===== src/hw/rtl/bas_pkg.sv =====
`default_nettype none
// ----------------------------------------------------------------------------
// Balanced argument scanner package
// Shared types, character codes and a helper function for the scanner.
// ----------------------------------------------------------------------------
package bas_pkg;

    localparam logic [7:0] CH_NUL    = 8'h00;
    localparam logic [7:0] CH_LBRACE = 8'h7B;
    localparam logic [7:0] CH_LBRACK = 8'h5B;
    localparam logic [7:0] CH_LPAREN = 8'h28;
    localparam logic [7:0] CH_LANGLE = 8'h3C;
    localparam logic [7:0] CH_RBRACE = 8'h7D;
    localparam logic [7:0] CH_RBRACK = 8'h5D;
    localparam logic [7:0] CH_RPAREN = 8'h29;
    localparam logic [7:0] CH_RANGLE = 8'h3E;
    localparam logic [7:0] CH_SQUOTE = 8'h27;
    localparam logic [7:0] CH_DQUOTE = 8'h22;
    localparam logic [7:0] CH_BSLASH = 8'h5C;
    localparam logic [7:0] CH_SPACE  = 8'h20;
    localparam logic [7:0] CH_TAB    = 8'h09;
    localparam logic [7:0] CH_CR     = 8'h0D;

    typedef struct packed {
        logic double_quoted;
        logic single_quoted;
        logic escaped;
        logic first_of_substring;
        logic pending_space_check;
        logic finished;
    } t_scan_flags;

    localparam t_scan_flags FLAGS_RESET = '{
        double_quoted:       1'b0,
        single_quoted:       1'b0,
        escaped:             1'b0,
        first_of_substring:  1'b1,
        pending_space_check: 1'b0,
        finished:            1'b0
    };

    function automatic logic is_ws(input logic [7:0] c);
        return (c == CH_SPACE) || ((c >= CH_TAB) && (c <= CH_CR));
    endfunction

endpackage
`default_nettype wire


===== src/hw/rtl/bas_if.sv =====
`default_nettype none
// ----------------------------------------------------------------------------
// Balanced argument scanner channels
// Valid/ready channels for input characters and per-byte results.
// ----------------------------------------------------------------------------
interface bas_in_if;
    logic       valid;
    logic       ready;
    logic [7:0] ch;
    logic       start_req;

    modport source (output valid, output ch, output start_req, input ready);
    modport sink   (input valid, input ch, input start_req, output ready);
endinterface

interface bas_out_if;
    logic        valid;
    logic        ready;
    logic        ended;
    logic [15:0] end_offset;

    modport source (output valid, output ended, output end_offset, input ready);
    modport sink   (input valid, input ended, input end_offset, output ready);
endinterface
`default_nettype wire


===== src/hw/rtl/balanced_argument_scanner.sv =====
`default_nettype none
// ----------------------------------------------------------------------------
// Balanced argument scanner
// Finds the end of the first bracket- and quote-balanced argument of a string.
// ----------------------------------------------------------------------------
//  Channel  Dir  Payload                       Transaction
//  i_in     in   ch[7:0], start_req            one character byte
//  o_out    out  ended, end_offset[15:0]       one result per byte
//
//  Each byte passes through an input register, then the step logic feeding
//  the result register and the scan state together. Unless o_out stalls,
//  one byte is accepted every cycle; the scan state is updated in the same
//  cycle the result register loads, so consecutive bytes see each other.
//  A stall on o_out holds the result; the input register still takes one
//  byte and i_in.ready drops only when both registers are full.
//  Reset (synchronous, active low) empties both registers and clears state.
// ----------------------------------------------------------------------------
module balanced_argument_scanner #(
    parameter int unsigned      MAX_DEPTH = 255,
    parameter longint unsigned  MAX_LEN   = 65535
) (
    input  wire logic   i_clk,
    input  wire logic   i_rst_n,
    bas_in_if.sink      i_in,
    bas_out_if.source   o_out
);
    import bas_pkg::*;

    localparam int unsigned DEPTH_W   = $clog2(MAX_DEPTH + 1);
    localparam logic [15:0] POS_LIMIT = (MAX_LEN < 65535) ? 16'(MAX_LEN) : 16'hFFFF;

    logic               r_in_valid;
    logic [7:0]         r_ch;
    logic               r_start_req;
    logic [DEPTH_W-1:0] r_depth;
    t_scan_flags        r_flags;
    logic [15:0]        r_pos;
    logic               r_out_valid;
    logic               r_ended;
    logic [15:0]        r_end_offset;

    logic [DEPTH_W-1:0] n_depth;
    t_scan_flags        n_flags;
    logic [15:0]        n_pos;
    logic               n_ended;
    logic [15:0]        n_end_offset;
    logic               advance;
    logic               in_ready;

    assign advance  = r_in_valid && (!r_out_valid || o_out.ready);
    assign in_ready = !r_in_valid || advance;

    assign i_in.ready       = in_ready;
    assign o_out.valid      = r_out_valid;
    assign o_out.ended      = r_ended;
    assign o_out.end_offset = r_end_offset;

    bas_step #(
        .MAX_DEPTH (MAX_DEPTH),
        .DEPTH_W   (DEPTH_W),
        .POS_LIMIT (POS_LIMIT)
    ) u_step (
        .i_ch         (r_ch),
        .i_start_req  (r_start_req),
        .i_depth      (r_depth),
        .i_flags      (r_flags),
        .i_pos        (r_pos),
        .o_depth      (n_depth),
        .o_flags      (n_flags),
        .o_pos        (n_pos),
        .o_ended      (n_ended),
        .o_end_offset (n_end_offset)
    );

    always_ff @(posedge i_clk) begin
        if (!i_rst_n) begin
            r_in_valid  <= 1'b0;
            r_out_valid <= 1'b0;
            r_depth     <= '0;
            r_flags     <= FLAGS_RESET;
            r_pos       <= '0;
        end else begin
            if (in_ready) r_in_valid <= i_in.valid;
            if (advance) begin
                r_out_valid <= 1'b1;
                r_depth     <= n_depth;
                r_flags     <= n_flags;
                r_pos       <= n_pos;
            end else if (o_out.ready) begin
                r_out_valid <= 1'b0;
            end
        end
    end

    always_ff @(posedge i_clk) begin
        if (in_ready && i_in.valid) begin
            r_ch        <= i_in.ch;
            r_start_req <= i_in.start_req;
        end
        if (advance) begin
            r_ended      <= n_ended;
            r_end_offset <= n_end_offset;
        end
    end

endmodule
`default_nettype wire


===== src/hw/rtl/bas_step.sv =====
`default_nettype none
// ----------------------------------------------------------------------------
// Balanced argument scanner step
// Next-state and result logic for one character byte.
// ----------------------------------------------------------------------------
module bas_step #(
    parameter int unsigned MAX_DEPTH = 255,
    parameter int unsigned DEPTH_W   = 8,
    parameter logic [15:0] POS_LIMIT = 16'hFFFF
) (
    input  wire logic [7:0]          i_ch,
    input  wire logic                i_start_req,
    input  wire logic [DEPTH_W-1:0]  i_depth,
    input  wire bas_pkg::t_scan_flags i_flags,
    input  wire logic [15:0]         i_pos,
    output logic [DEPTH_W-1:0]       o_depth,
    output bas_pkg::t_scan_flags     o_flags,
    output logic [15:0]              o_pos,
    output logic                     o_ended,
    output logic [15:0]              o_end_offset
);
    import bas_pkg::*;

    localparam logic [DEPTH_W-1:0]   DEPTH_CAP  = DEPTH_W'(MAX_DEPTH);
    localparam logic signed [DEPTH_W:0] DEPTH_STEP = (DEPTH_W+1)'(1);

    logic [DEPTH_W-1:0]    e_depth;
    t_scan_flags           e_flags;
    logic [15:0]           e_pos;
    logic [15:0]           pos_inc;
    logic                  quoted;
    logic                  raise;
    logic                  lower;
    logic signed [DEPTH_W:0] d_next;
    logic                  d_nonpos;

    // A start request clears all state before the byte is handled.
    assign e_depth = i_start_req ? '0 : i_depth;
    assign e_flags = i_start_req ? FLAGS_RESET : i_flags;
    assign e_pos   = i_start_req ? '0 : i_pos;
    assign pos_inc = (e_pos < POS_LIMIT) ? e_pos + 16'd1 : POS_LIMIT;
    assign quoted  = e_flags.double_quoted | e_flags.single_quoted;

    always_comb begin
        o_flags = e_flags;
        raise   = 1'b0;
        lower   = 1'b0;
        case (i_ch) inside
            CH_LBRACE, CH_LBRACK, CH_LPAREN, CH_LANGLE: begin
                if (!quoted) raise = 1'b1;
                else o_flags.escaped = 1'b0;
            end
            CH_RBRACE, CH_RBRACK, CH_RPAREN, CH_RANGLE: begin
                if (!quoted) lower = 1'b1;
                else o_flags.escaped = 1'b0;
            end
            CH_SQUOTE: begin
                if (e_flags.double_quoted || e_flags.escaped) begin
                    o_flags.escaped = 1'b0;
                end else begin
                    o_flags.single_quoted = !e_flags.single_quoted;
                    raise = !e_flags.single_quoted;
                    lower = e_flags.single_quoted;
                end
            end
            CH_DQUOTE: begin
                if (e_flags.single_quoted || e_flags.escaped) begin
                    o_flags.escaped = 1'b0;
                end else begin
                    o_flags.double_quoted = !e_flags.double_quoted;
                    raise = !e_flags.double_quoted;
                    lower = e_flags.double_quoted;
                end
            end
            CH_BSLASH: begin
                if (quoted) o_flags.escaped = !e_flags.escaped;
            end
            default: begin
                if (quoted) o_flags.escaped = 1'b0;
            end
        endcase

        // Raises beyond the cap are dropped, so depth never reaches the sign bit.
        if (raise && (e_depth < DEPTH_CAP)) d_next = $signed({1'b0, e_depth}) + DEPTH_STEP;
        else if (lower) d_next = $signed({1'b0, e_depth}) - DEPTH_STEP;
        else d_next = $signed({1'b0, e_depth});
        d_nonpos = d_next[DEPTH_W] || (d_next == '0);

        o_depth      = e_depth;
        o_pos        = e_pos;
        o_ended      = 1'b0;
        o_end_offset = '0;

        if (!e_flags.finished) begin
            if ((i_ch == CH_NUL) || (e_flags.pending_space_check && is_ws(i_ch))) begin
                o_flags      = e_flags;
                o_ended      = 1'b1;
                o_end_offset = e_pos;
            end else begin
                o_flags.pending_space_check = 1'b0;
                if (d_nonpos) begin
                    if (e_flags.first_of_substring) begin
                        // A one-byte substring: the argument may end at a following space.
                        o_flags.pending_space_check = 1'b1;
                        o_flags.double_quoted       = 1'b0;
                        o_flags.single_quoted       = 1'b0;
                        o_flags.escaped             = 1'b0;
                        o_flags.first_of_substring  = 1'b1;
                        o_depth                     = '0;
                    end else begin
                        o_ended      = 1'b1;
                        o_end_offset = pos_inc;
                    end
                end else begin
                    o_depth                    = d_next[DEPTH_W-1:0];
                    o_flags.first_of_substring = 1'b0;
                end
            end
            if (o_ended) begin
                o_flags.finished            = 1'b1;
                o_flags.double_quoted       = 1'b0;
                o_flags.single_quoted       = 1'b0;
                o_flags.escaped             = 1'b0;
                o_flags.first_of_substring  = 1'b1;
                o_flags.pending_space_check = 1'b0;
                o_depth                     = '0;
            end
            o_pos = pos_inc;
        end
    end

endmodule
`default_nettype wire

===== src/flat_wrapper.sv =====
// flat-port wrapper written by rule: the top's interface ports become plain ports
module balanced_argument_scanner_flat import bas_pkg::*;
#(
    parameter int unsigned      MAX_DEPTH = 255,
    parameter longint unsigned  MAX_LEN   = 65535
)
  (i_clk, i_rst_n, i_in_valid, i_in_ch, i_in_start_req, i_in_ready, o_out_valid, o_out_ended, o_out_end_offset, o_out_ready);
  bas_in_if i_in_i ();
  bas_out_if o_out_i ();
  input  wire logic i_clk;
  input  wire logic i_rst_n;
  input wire logic [$bits(i_in_i.valid)-1:0] i_in_valid;
  input wire logic [$bits(i_in_i.ch)-1:0] i_in_ch;
  input wire logic [$bits(i_in_i.start_req)-1:0] i_in_start_req;
  output wire logic [$bits(i_in_i.ready)-1:0] i_in_ready;
  output wire logic [$bits(o_out_i.valid)-1:0] o_out_valid;
  output wire logic [$bits(o_out_i.ended)-1:0] o_out_ended;
  output wire logic [$bits(o_out_i.end_offset)-1:0] o_out_end_offset;
  input wire logic [$bits(o_out_i.ready)-1:0] o_out_ready;
  assign i_in_i.valid = i_in_valid;
  assign i_in_i.ch = i_in_ch;
  assign i_in_i.start_req = i_in_start_req;
  assign i_in_ready = i_in_i.ready;
  assign o_out_valid = o_out_i.valid;
  assign o_out_ended = o_out_i.ended;
  assign o_out_end_offset = o_out_i.end_offset;
  assign o_out_i.ready = o_out_ready;
  balanced_argument_scanner #(.MAX_DEPTH(MAX_DEPTH), .MAX_LEN(MAX_LEN)) u_core (.i_clk(i_clk), .i_rst_n(i_rst_n), .i_in(i_in_i), .o_out(o_out_i));
endmodule

===== config.mk =====
export PLATFORM = sky130hd
export DESIGN_NAME = balanced_argument_scanner_flat
export DESIGN_NICKNAME = d
export VERILOG_FILES = /design/src/hw/rtl/bas_pkg.sv /design/src/hw/rtl/bas_if.sv /design/src/hw/rtl/balanced_argument_scanner.sv /design/src/hw/rtl/bas_step.sv /design/src/flat_wrapper.sv
export SDC_FILE = /design/constraint.sdc
export NUM_CORES = 1
export LEC_CHECK = 0
export ABC_AREA = 0
export BUFFER_PORTS_ARGS = -buffer_cell sky130_fd_sc_hd__buf_2
export CAP_MARGIN = 20
export CORE_ASPECT_RATIO = 1.1
export CORE_MARGIN = 5
export CORE_UTILIZATION = 60
export DETAILED_ROUTE_END_ITERATION = 8
export GPL_ROUTABILITY_DRIVEN = 0
export PLACE_DENSITY_LB_ADDON = 0.1
export SLEW_MARGIN = 20
export SYNTH_ARGS = -nofsm -noshare
export SYNTH_HDL_FRONTEND = slang
export SYNTH_SLANG_ARGS = --single-unit

===== constraint.sdc =====
create_clock -name i_clk -period 6.4 [get_ports i_clk]
set_clock_uncertainty 0.05 [all_clocks]
set_input_delay 0.64 -clock i_clk [delete_from_list [all_inputs] [get_ports i_clk]]
set_output_delay 0.64 -clock i_clk [all_outputs]
set_load 0.02 [all_outputs]

* Word-level counts from Yosys, hierarchy flattened *
Index checks and enable logic that the tools add are counted.

cells by class
  reductions and logical operators = 22
  magnitude comparators = 4
  add/subtract/negate cells = 3
  multiplexer cells = 59
  bitwise logic cells = 1
  equality and inequality tests = 12

operators by type and width
  kind                                                                              number
  16-bit two-way mux                                                                6
  8-bit by 6-bit == test with 1-bit output, second input constant                   7
  8-bit two-way mux                                                                 6
  8-bit by 7-bit == test with 1-bit output, second input constant                   5
  1-bit two-way mux                                                                 39
  6-bit two-way mux                                                                 3
  9-bit two-way mux                                                                 2
  16-bit by 1-bit adder with 16-bit output, second input constant                   1
  16-bit < comparator, second input constant                                        1
  5-bit two-way mux                                                                 2
  8-bit by 1-bit adder with 9-bit output, second input constant                     1
  9-bit logical NOT                                                                 1
  8-bit by 1-bit subtractor with 9-bit output, second input constant                1
  8-bit by 4-bit >= comparator with 1-bit output, second input constant             1
  8-bit by 4-bit less-or-equal comparator with 1-bit output, second input constant  1
  8-bit logical NOT                                                                 1
  8-bit < comparator, second input constant                                         1
  4-bit OR reduction                                                                2
  1-bit logical OR                                                                  7
  1-bit logical AND                                                                 5
  1-bit logical NOT                                                                 5
  3-bit two-way mux                                                                 1
  2-bit nonzero test                                                                1
  1-bit bitwise OR                                                                  1

word-level totals
  bits in registers = 58
  logic and storage cells = 115

* Depth between registers and ports, before layout *
  depth in word-level cells = 16
  mapped depth = 19
  mapped depth without buffers = 14

* Modules after synthesis *
Synthesis repeated with hierarchy kept, for this count alone.

unflattened totals
  cells, all modules = 521
  area total of the unflattened synthesis = 4195.3 µm²

by module, submodules not included
  module                     cells each  seq. area each (µm²)  area each (µm²)  instances
  bas_step                   355         0.0                   2122.0           1
  balanced_argument_scanner  166         1421.4                2073.2           1

* Least setup slack after synthesis *
OpenSTA, ideal clock, no wires.

  path type = register -> register
  start point = register u_core.r_start_req
  end point = register u_core.r_end_offset[6], in the netlist u_core.o_out.end_offset[6] (data pin)
  required time = 6088 ps
  data arrival time = 4078 ps
  path slack = 2010 ps
  cell stages (with the launch flop) = 19
  period minus slack after synthesis = 4390 ps
  buffers on the path = 6
  path through = edfxtp_1 > buf_2 > clkbuf_1 > clkbuf_1 > clkbuf_1 > nor2b_1 > nor2_1 > ha_1 > or3b_2 > a211o_1 > and3_1 > buf_6 > a2111oi_4 > a211oi_2 > a211oi_4 > nor2_4 > a31oi_4 > buf_4 > o22ai_1

between the ends
  cells in the longest elaborated chain, start to end = 13
  elaborated cells on any way between the ends = 37

ends and longest elaborated chain
  item                                                           line                              RTL
  start: declaration                                             balanced_argument_scanner.sv:34   logic r_start_req;
  start signal: assignment                                       balanced_argument_scanner.sv:98   r_start_req <= i_in.start_req;
  6-bit two-way mux                                              bas_step.sv:39                    assign e_flags = i_start_req ? FLAGS_RESET : i_flags;
  1-bit logical OR / 1-bit logical NOT (equally long branches)   bas_step.sv:67, bas_step.sv:71
  1-bit two-way mux                                              bas_step.sv:67                    if (e_flags.single_quoted || e_flags.escaped) begin
  1-bit two-way mux (4 in a row)                                 bas_step.sv:48                    case (i_ch) inside
  9-bit two-way mux / 1-bit logical AND (equally long branches)  bas_step.sv:85, bas_step.sv:84
  9-bit two-way mux                                              bas_step.sv:84                    if (raise && (e_depth < DEPTH_CAP)) d_next = $signed({1'b0, e_depth}) + DEPTH_STEP;
  9-bit logical NOT                                              bas_step.sv:87                    d_nonpos = d_next[DEPTH_W] || (d_next == '0);
  1-bit logical OR                                               bas_step.sv:87
  16-bit two-way mux                                             bas_step.sv:101                   if (d_nonpos) begin
  16-bit two-way mux                                             bas_step.sv:95                    if ((i_ch == CH_NUL) || (e_flags.pending_space_check && is_ws(i_ch))) begin
  end signal: assignment                                         balanced_argument_scanner.sv:102  r_end_offset <= n_end_offset;
  end: declaration                                               balanced_argument_scanner.sv:40   logic [15:0] r_end_offset;

Several ways; a longest one is shown, not always the timed one.
A chain may end at the register's enable or synchronous reset.

* Worst setup path after layout *
  start point = register u_core.r_start_req
  end point = register u_core.r_end_offset[11], in the netlist u_core.o_out.end_offset[11] (data pin)

The elaborated chain is that of the path after synthesis.

==> tab_implementation.tex <==
\begin{tabular}{lr}
\hline
Metric & Value \\
\hline
\multicolumn{2}{l}{\textbf{Place}} \\
Detailed Place HPWL & 7010 um \\
Pre-CTS WS & between 2 and 2.5 ns \\
Port-buffer cells & 31 \\
\multicolumn{2}{l}{\textbf{Floorplanning}} \\
Effective utilization at floorplan & about three fifths \\
I/O pin total & 32 \\
Die X & slightly below 90 um \\
Area enclosed by the die boundary & between 8000 and 9000 um\^{}2 \\
Core Area & around 6500 um\^{}2 \\
Total number of placement rows & 31 \\
Die Y-Extent & 94.8 um \\
\multicolumn{2}{l}{\textbf{Clock tree}} \\
Clock root buffer & clkbuf\_8 \\
TritonCTS clock tree & yes \\
Maximum level of the CTS H-tree & 3 \\
CTS buffer count & 9 \\
Number of buffers inserted for hold repair after clock tree synthesis & 0 \\
Total clock sinks & 58 \\
Clock input transition at the sequential cells of the worst setup and hold paths & around 0.070 ns \\
Number of setup buffers added after CTS & 0 \\
Worst skew pair latency & 0.35 ns \\
Post\_cts resized & 0 \\
Max Root-Sink Buffers & 2 \\
\multicolumn{2}{l}{\textbf{Global route}} \\
Number of global-route vias before repair & around 3400 \\
Total track usage & around 25\% \\
Initial antenna violation count & 0 \\
GRT overflow & 0 \\
First-pass GRT wire length & 16300 um \\
Largest net degree at the start of global routing & 46 \\
\multicolumn{2}{l}{\textbf{Setup path}} \\
Worst r2r src & u\_core.r\_start\_req \\
Critical path, cell by cell & buf\_4 -> clkinv\_1 -> buf\_4 -> nand2\_1 -> inv\_1 -> nor2\_1 -> ha\_1 -> or3b\_2 -> a211o\_1 -> and3\_1 -> nor3\_1 -> o21ai\_1 -> a22oi\_1 -> and4\_1 -> a31oi\_4 -> o21ai\_0 \\
Reg2Reg Setup Slack & 1.92 ns \\
Worst Setup SP & u\_core.r\_start\_req \\
Largest delay share family, worst path & simple AND/OR/NAND/NOR gates \\
Terminus of the critical flop-to-flop path & u\_core.o\_out.end\_offset[11] \\
Sort of element at the end of the critical path & flip-flop \\
CP peak stage delay & a little under 0.6 ns \\
Stages on worst setup path & 16 \\
Number of buffers and inverters on the critical path & 4 \\
Data required time of the critical path & approximately 6.5 ns \\
Launching element type of the critical path & flip-flop \\
Crit-path max FO & 45 \\
Crit path kind & flip-flop to flip-flop \\
Endpoint arrival time on the critical path & approximately 4.6 ns \\
CP dominant cell by count & buf\_4 \\
Cell with the biggest individual delay on the critical path & and4\_1 \\
Capturing instance or port of the critical path & u\_core.o\_out.end\_offset[11] \\
Depth of the most critical reg-to-reg path & 16 \\
\multicolumn{2}{l}{\textbf{Yosys}} \\
Warnings from Yosys & 0 \\
Dominant synthesized flop cell & dfxtp\_1 \\
Sequential fraction of the synthesis area & 36.2\% \\
Post-synthesis instance total & about 470 \\
Cell area after technology mapping & around 3900 um\^{}2 \\
Distinct cells, synth & between 70 and 80 \\
Number of storage elements in the synthesis netlist & 58 \\
Number of enable-type register cells in the synthesized netlist & 26 \\
Synthesized net count & between 400 and 500 \\
Fraction of registers with async set or reset after synthesis & 0\% \\
Mean cell area of the mapped netlist & around 8.4 um\^{}2 \\
\multicolumn{2}{l}{\textbf{Worst hold path}} \\
Worst hold path class & input pin to flip-flop \\
\multicolumn{2}{l}{\textbf{Cells and area}} \\
Area added between synthesis and finish & 10.1\% \\
Ant. Diodes & 0 \\
Fin nets & approximately 500 \\
Share of layout cells above drive strength 1 & between 15 and 20\% \\
\multicolumn{2}{l}{\textbf{STA}} \\
Upper clock frequency limit & about 220 MHz \\
Setup repair after global routing missed its margin & false \\
Final setup viols & 0 \\
Summed negative setup slack over all endpoints & 0 ns \\
Slew @ Worst Pin & roughly 0.95 ns \\
Final Hold Violating Endpoints & 0 \\
Final critical-path required period & 4.48 ns \\
Final clock period utilization by the worst path & 70.1\% \\
Worst max-slew margin expressed relative to the limit & $\sim$36\% \\
Post-route worst setup slack & between 1.5 and 2 ns \\
Slew Limit Fails & 0 \\
\multicolumn{2}{l}{\textbf{Job}} \\
Maximum Capacitance Violations & 0 \\
\multicolumn{2}{l}{\textbf{Power}} \\
Largest vdd supply drop & 0.000138 V \\
Power per cell area & slightly above 200 nW/um\^{}2 \\
Design Power & $\sim$890 uW \\
Static leakage & 1.55 nW \\
\multicolumn{2}{l}{\textbf{Routing}} \\
Via count & approximately 3700 \\
Total DRC errors in the routed layout & 0 \\
Number of DRC markers in iteration 0 & approximately 280 \\
TritonRoute pass-1 iters & 5 \\
Final WL & 9900 um \\
Routed length per instance & 17.3 um \\
Post-DRT Antenna Nets & 0 \\
Mean number of vias per cell & between 6 and 7 \\
\multicolumn{2}{l}{\textbf{Status}} \\
Run status & completed \\
\hline
\end{tabular}
power by group:
| group | switching, mW | internal, mW | total, mW |
|---|---|---|---|
| sequential | 0.0106 | 0.398 | 0.409 |
| combinational | 0.0476 | 0.0235 | 0.0711 |
| clock | 0.156 | 0.258 | 0.415 |
registers in the layout, indices dropped and copies added, names as in the netlist:
| name | cells |
|---|---|
| u_core.o_out.end_offset | 16 |
| u_core.o_out.ended | 1 |
| u_core.o_out.valid | 1 |
| u_core.r_ch | 8 |
| u_core.r_depth | 8 |
| u_core.r_flags | 6 |
| u_core.r_in_valid | 1 |
| u_core.r_pos | 16 |
| u_core.r_start_req | 1 |
kinds of logic after synthesis:
family / share of synthesized area [%]
DFF: 36.2
AOI/OAI and AO/OA: 25.5
muxes: 1.05
and+or+nand+nor: 29.5
xor gates and xnor gates: 0.892
adders and majority gates: 2.23
buffers and inverters: 4.65
placed cells by master (no fill, tap or decap), drive strengths merged, types with 3 or more instances in the layout:
cell,n
nand4b,3
inv,12
edfxtp,26
a22o,4
a21oi,26
xnor2,3
nor4,3
a31oi,11
nor2,36
mux2i,3
nor2b,16
o31ai,4
o211a,7
or3,4
nor3,15
nand3,22
and2,10
o21ai,40
nand2,43
buf,36
o21a,4
clkbuf,11
o22ai,6
bufinv,3
or2,5
nand2b,12
a41oi,5
and4b,3
ha,7
o211ai,6
a31o,3
o221a,4
a211oi,3
and3,13
nand4,11
dfxtp,32
a22oi,4
cell usage after synthesis (all sizes together) (5+ instances only):
library cell	count	area, um^2
o22ai	6	37.5
nand4	11	68.8
a31oi	11	83.8
nand3	22	110
dfxtp	32	641
nand2	43	161
edfxtp	26	781
o211a	7	70.1
o211ai	6	45.0
clkbuf	17	63.8
buf	11	70.1
o21ai	40	204
nor2b	16	100
nor2	36	158
and2	10	62.6
and3	13	81.3
nor3	15	80.1
ha	7	87.6
nand2b	12	75.1
or2	5	31.3
a41oi	5	43.8
a21oi	26	134
inv	12	45.0
layer usage:
metal  vias to the layer above  part of all wire, %  GRT usage, %
met2                       185                   49          41.1
met3                        32                  6.9          4.89
met4                         0                  2.9          12.4
met5                         -                    0             0
met1                      1710                   42          31.5
li1                       1789                    -             -
area by class of cell:
cell class,count,area [um^2]
inverter,13,48.8
multi-input combinational,366,2320
fill,526,2160
clock inverter,5,103
tap,82,103
timing repair buffer,36,193
clock buffer,11,131
sequential,58,1420
worst min-delay path by stage:
stage                     slack, ns  cells past startpoint               from                 end
after floorplan                0.43                      2  u_core.r_flags[4]   u_core.r_flags[4]
after global placement         0.46                      1  u_core.r_in_valid  u_core.o_out.valid
after detailed placement       0.46                      1  u_core.r_in_valid  u_core.o_out.valid
after CTS                      0.41                      1         i_in_ch[2]      u_core.r_ch[2]
after global routing           0.40                      1         i_in_ch[2]      u_core.r_ch[2]
final                          0.42                      1         i_in_ch[1]      u_core.r_ch[1]
metrics by stage:
step / instances / hold slack, ns / cell area, um^2 / util [%]
2_1_floorplan: 465 / 0.427 / 3930 / -
3_3_place_gp: 555 / 0.456 / 4090 / 63.1
3_5_place_dp: 555 / 0.461 / 4090 / 63.1
4_1_cts: 571 / 0.409 / 4320 / 66.7
5_1_grt: 571 / 0.403 / 4320 / 66.7
6_report: 571 / 0.417 / 4320 / 66.7
Power figures use the tool's default switching activity.
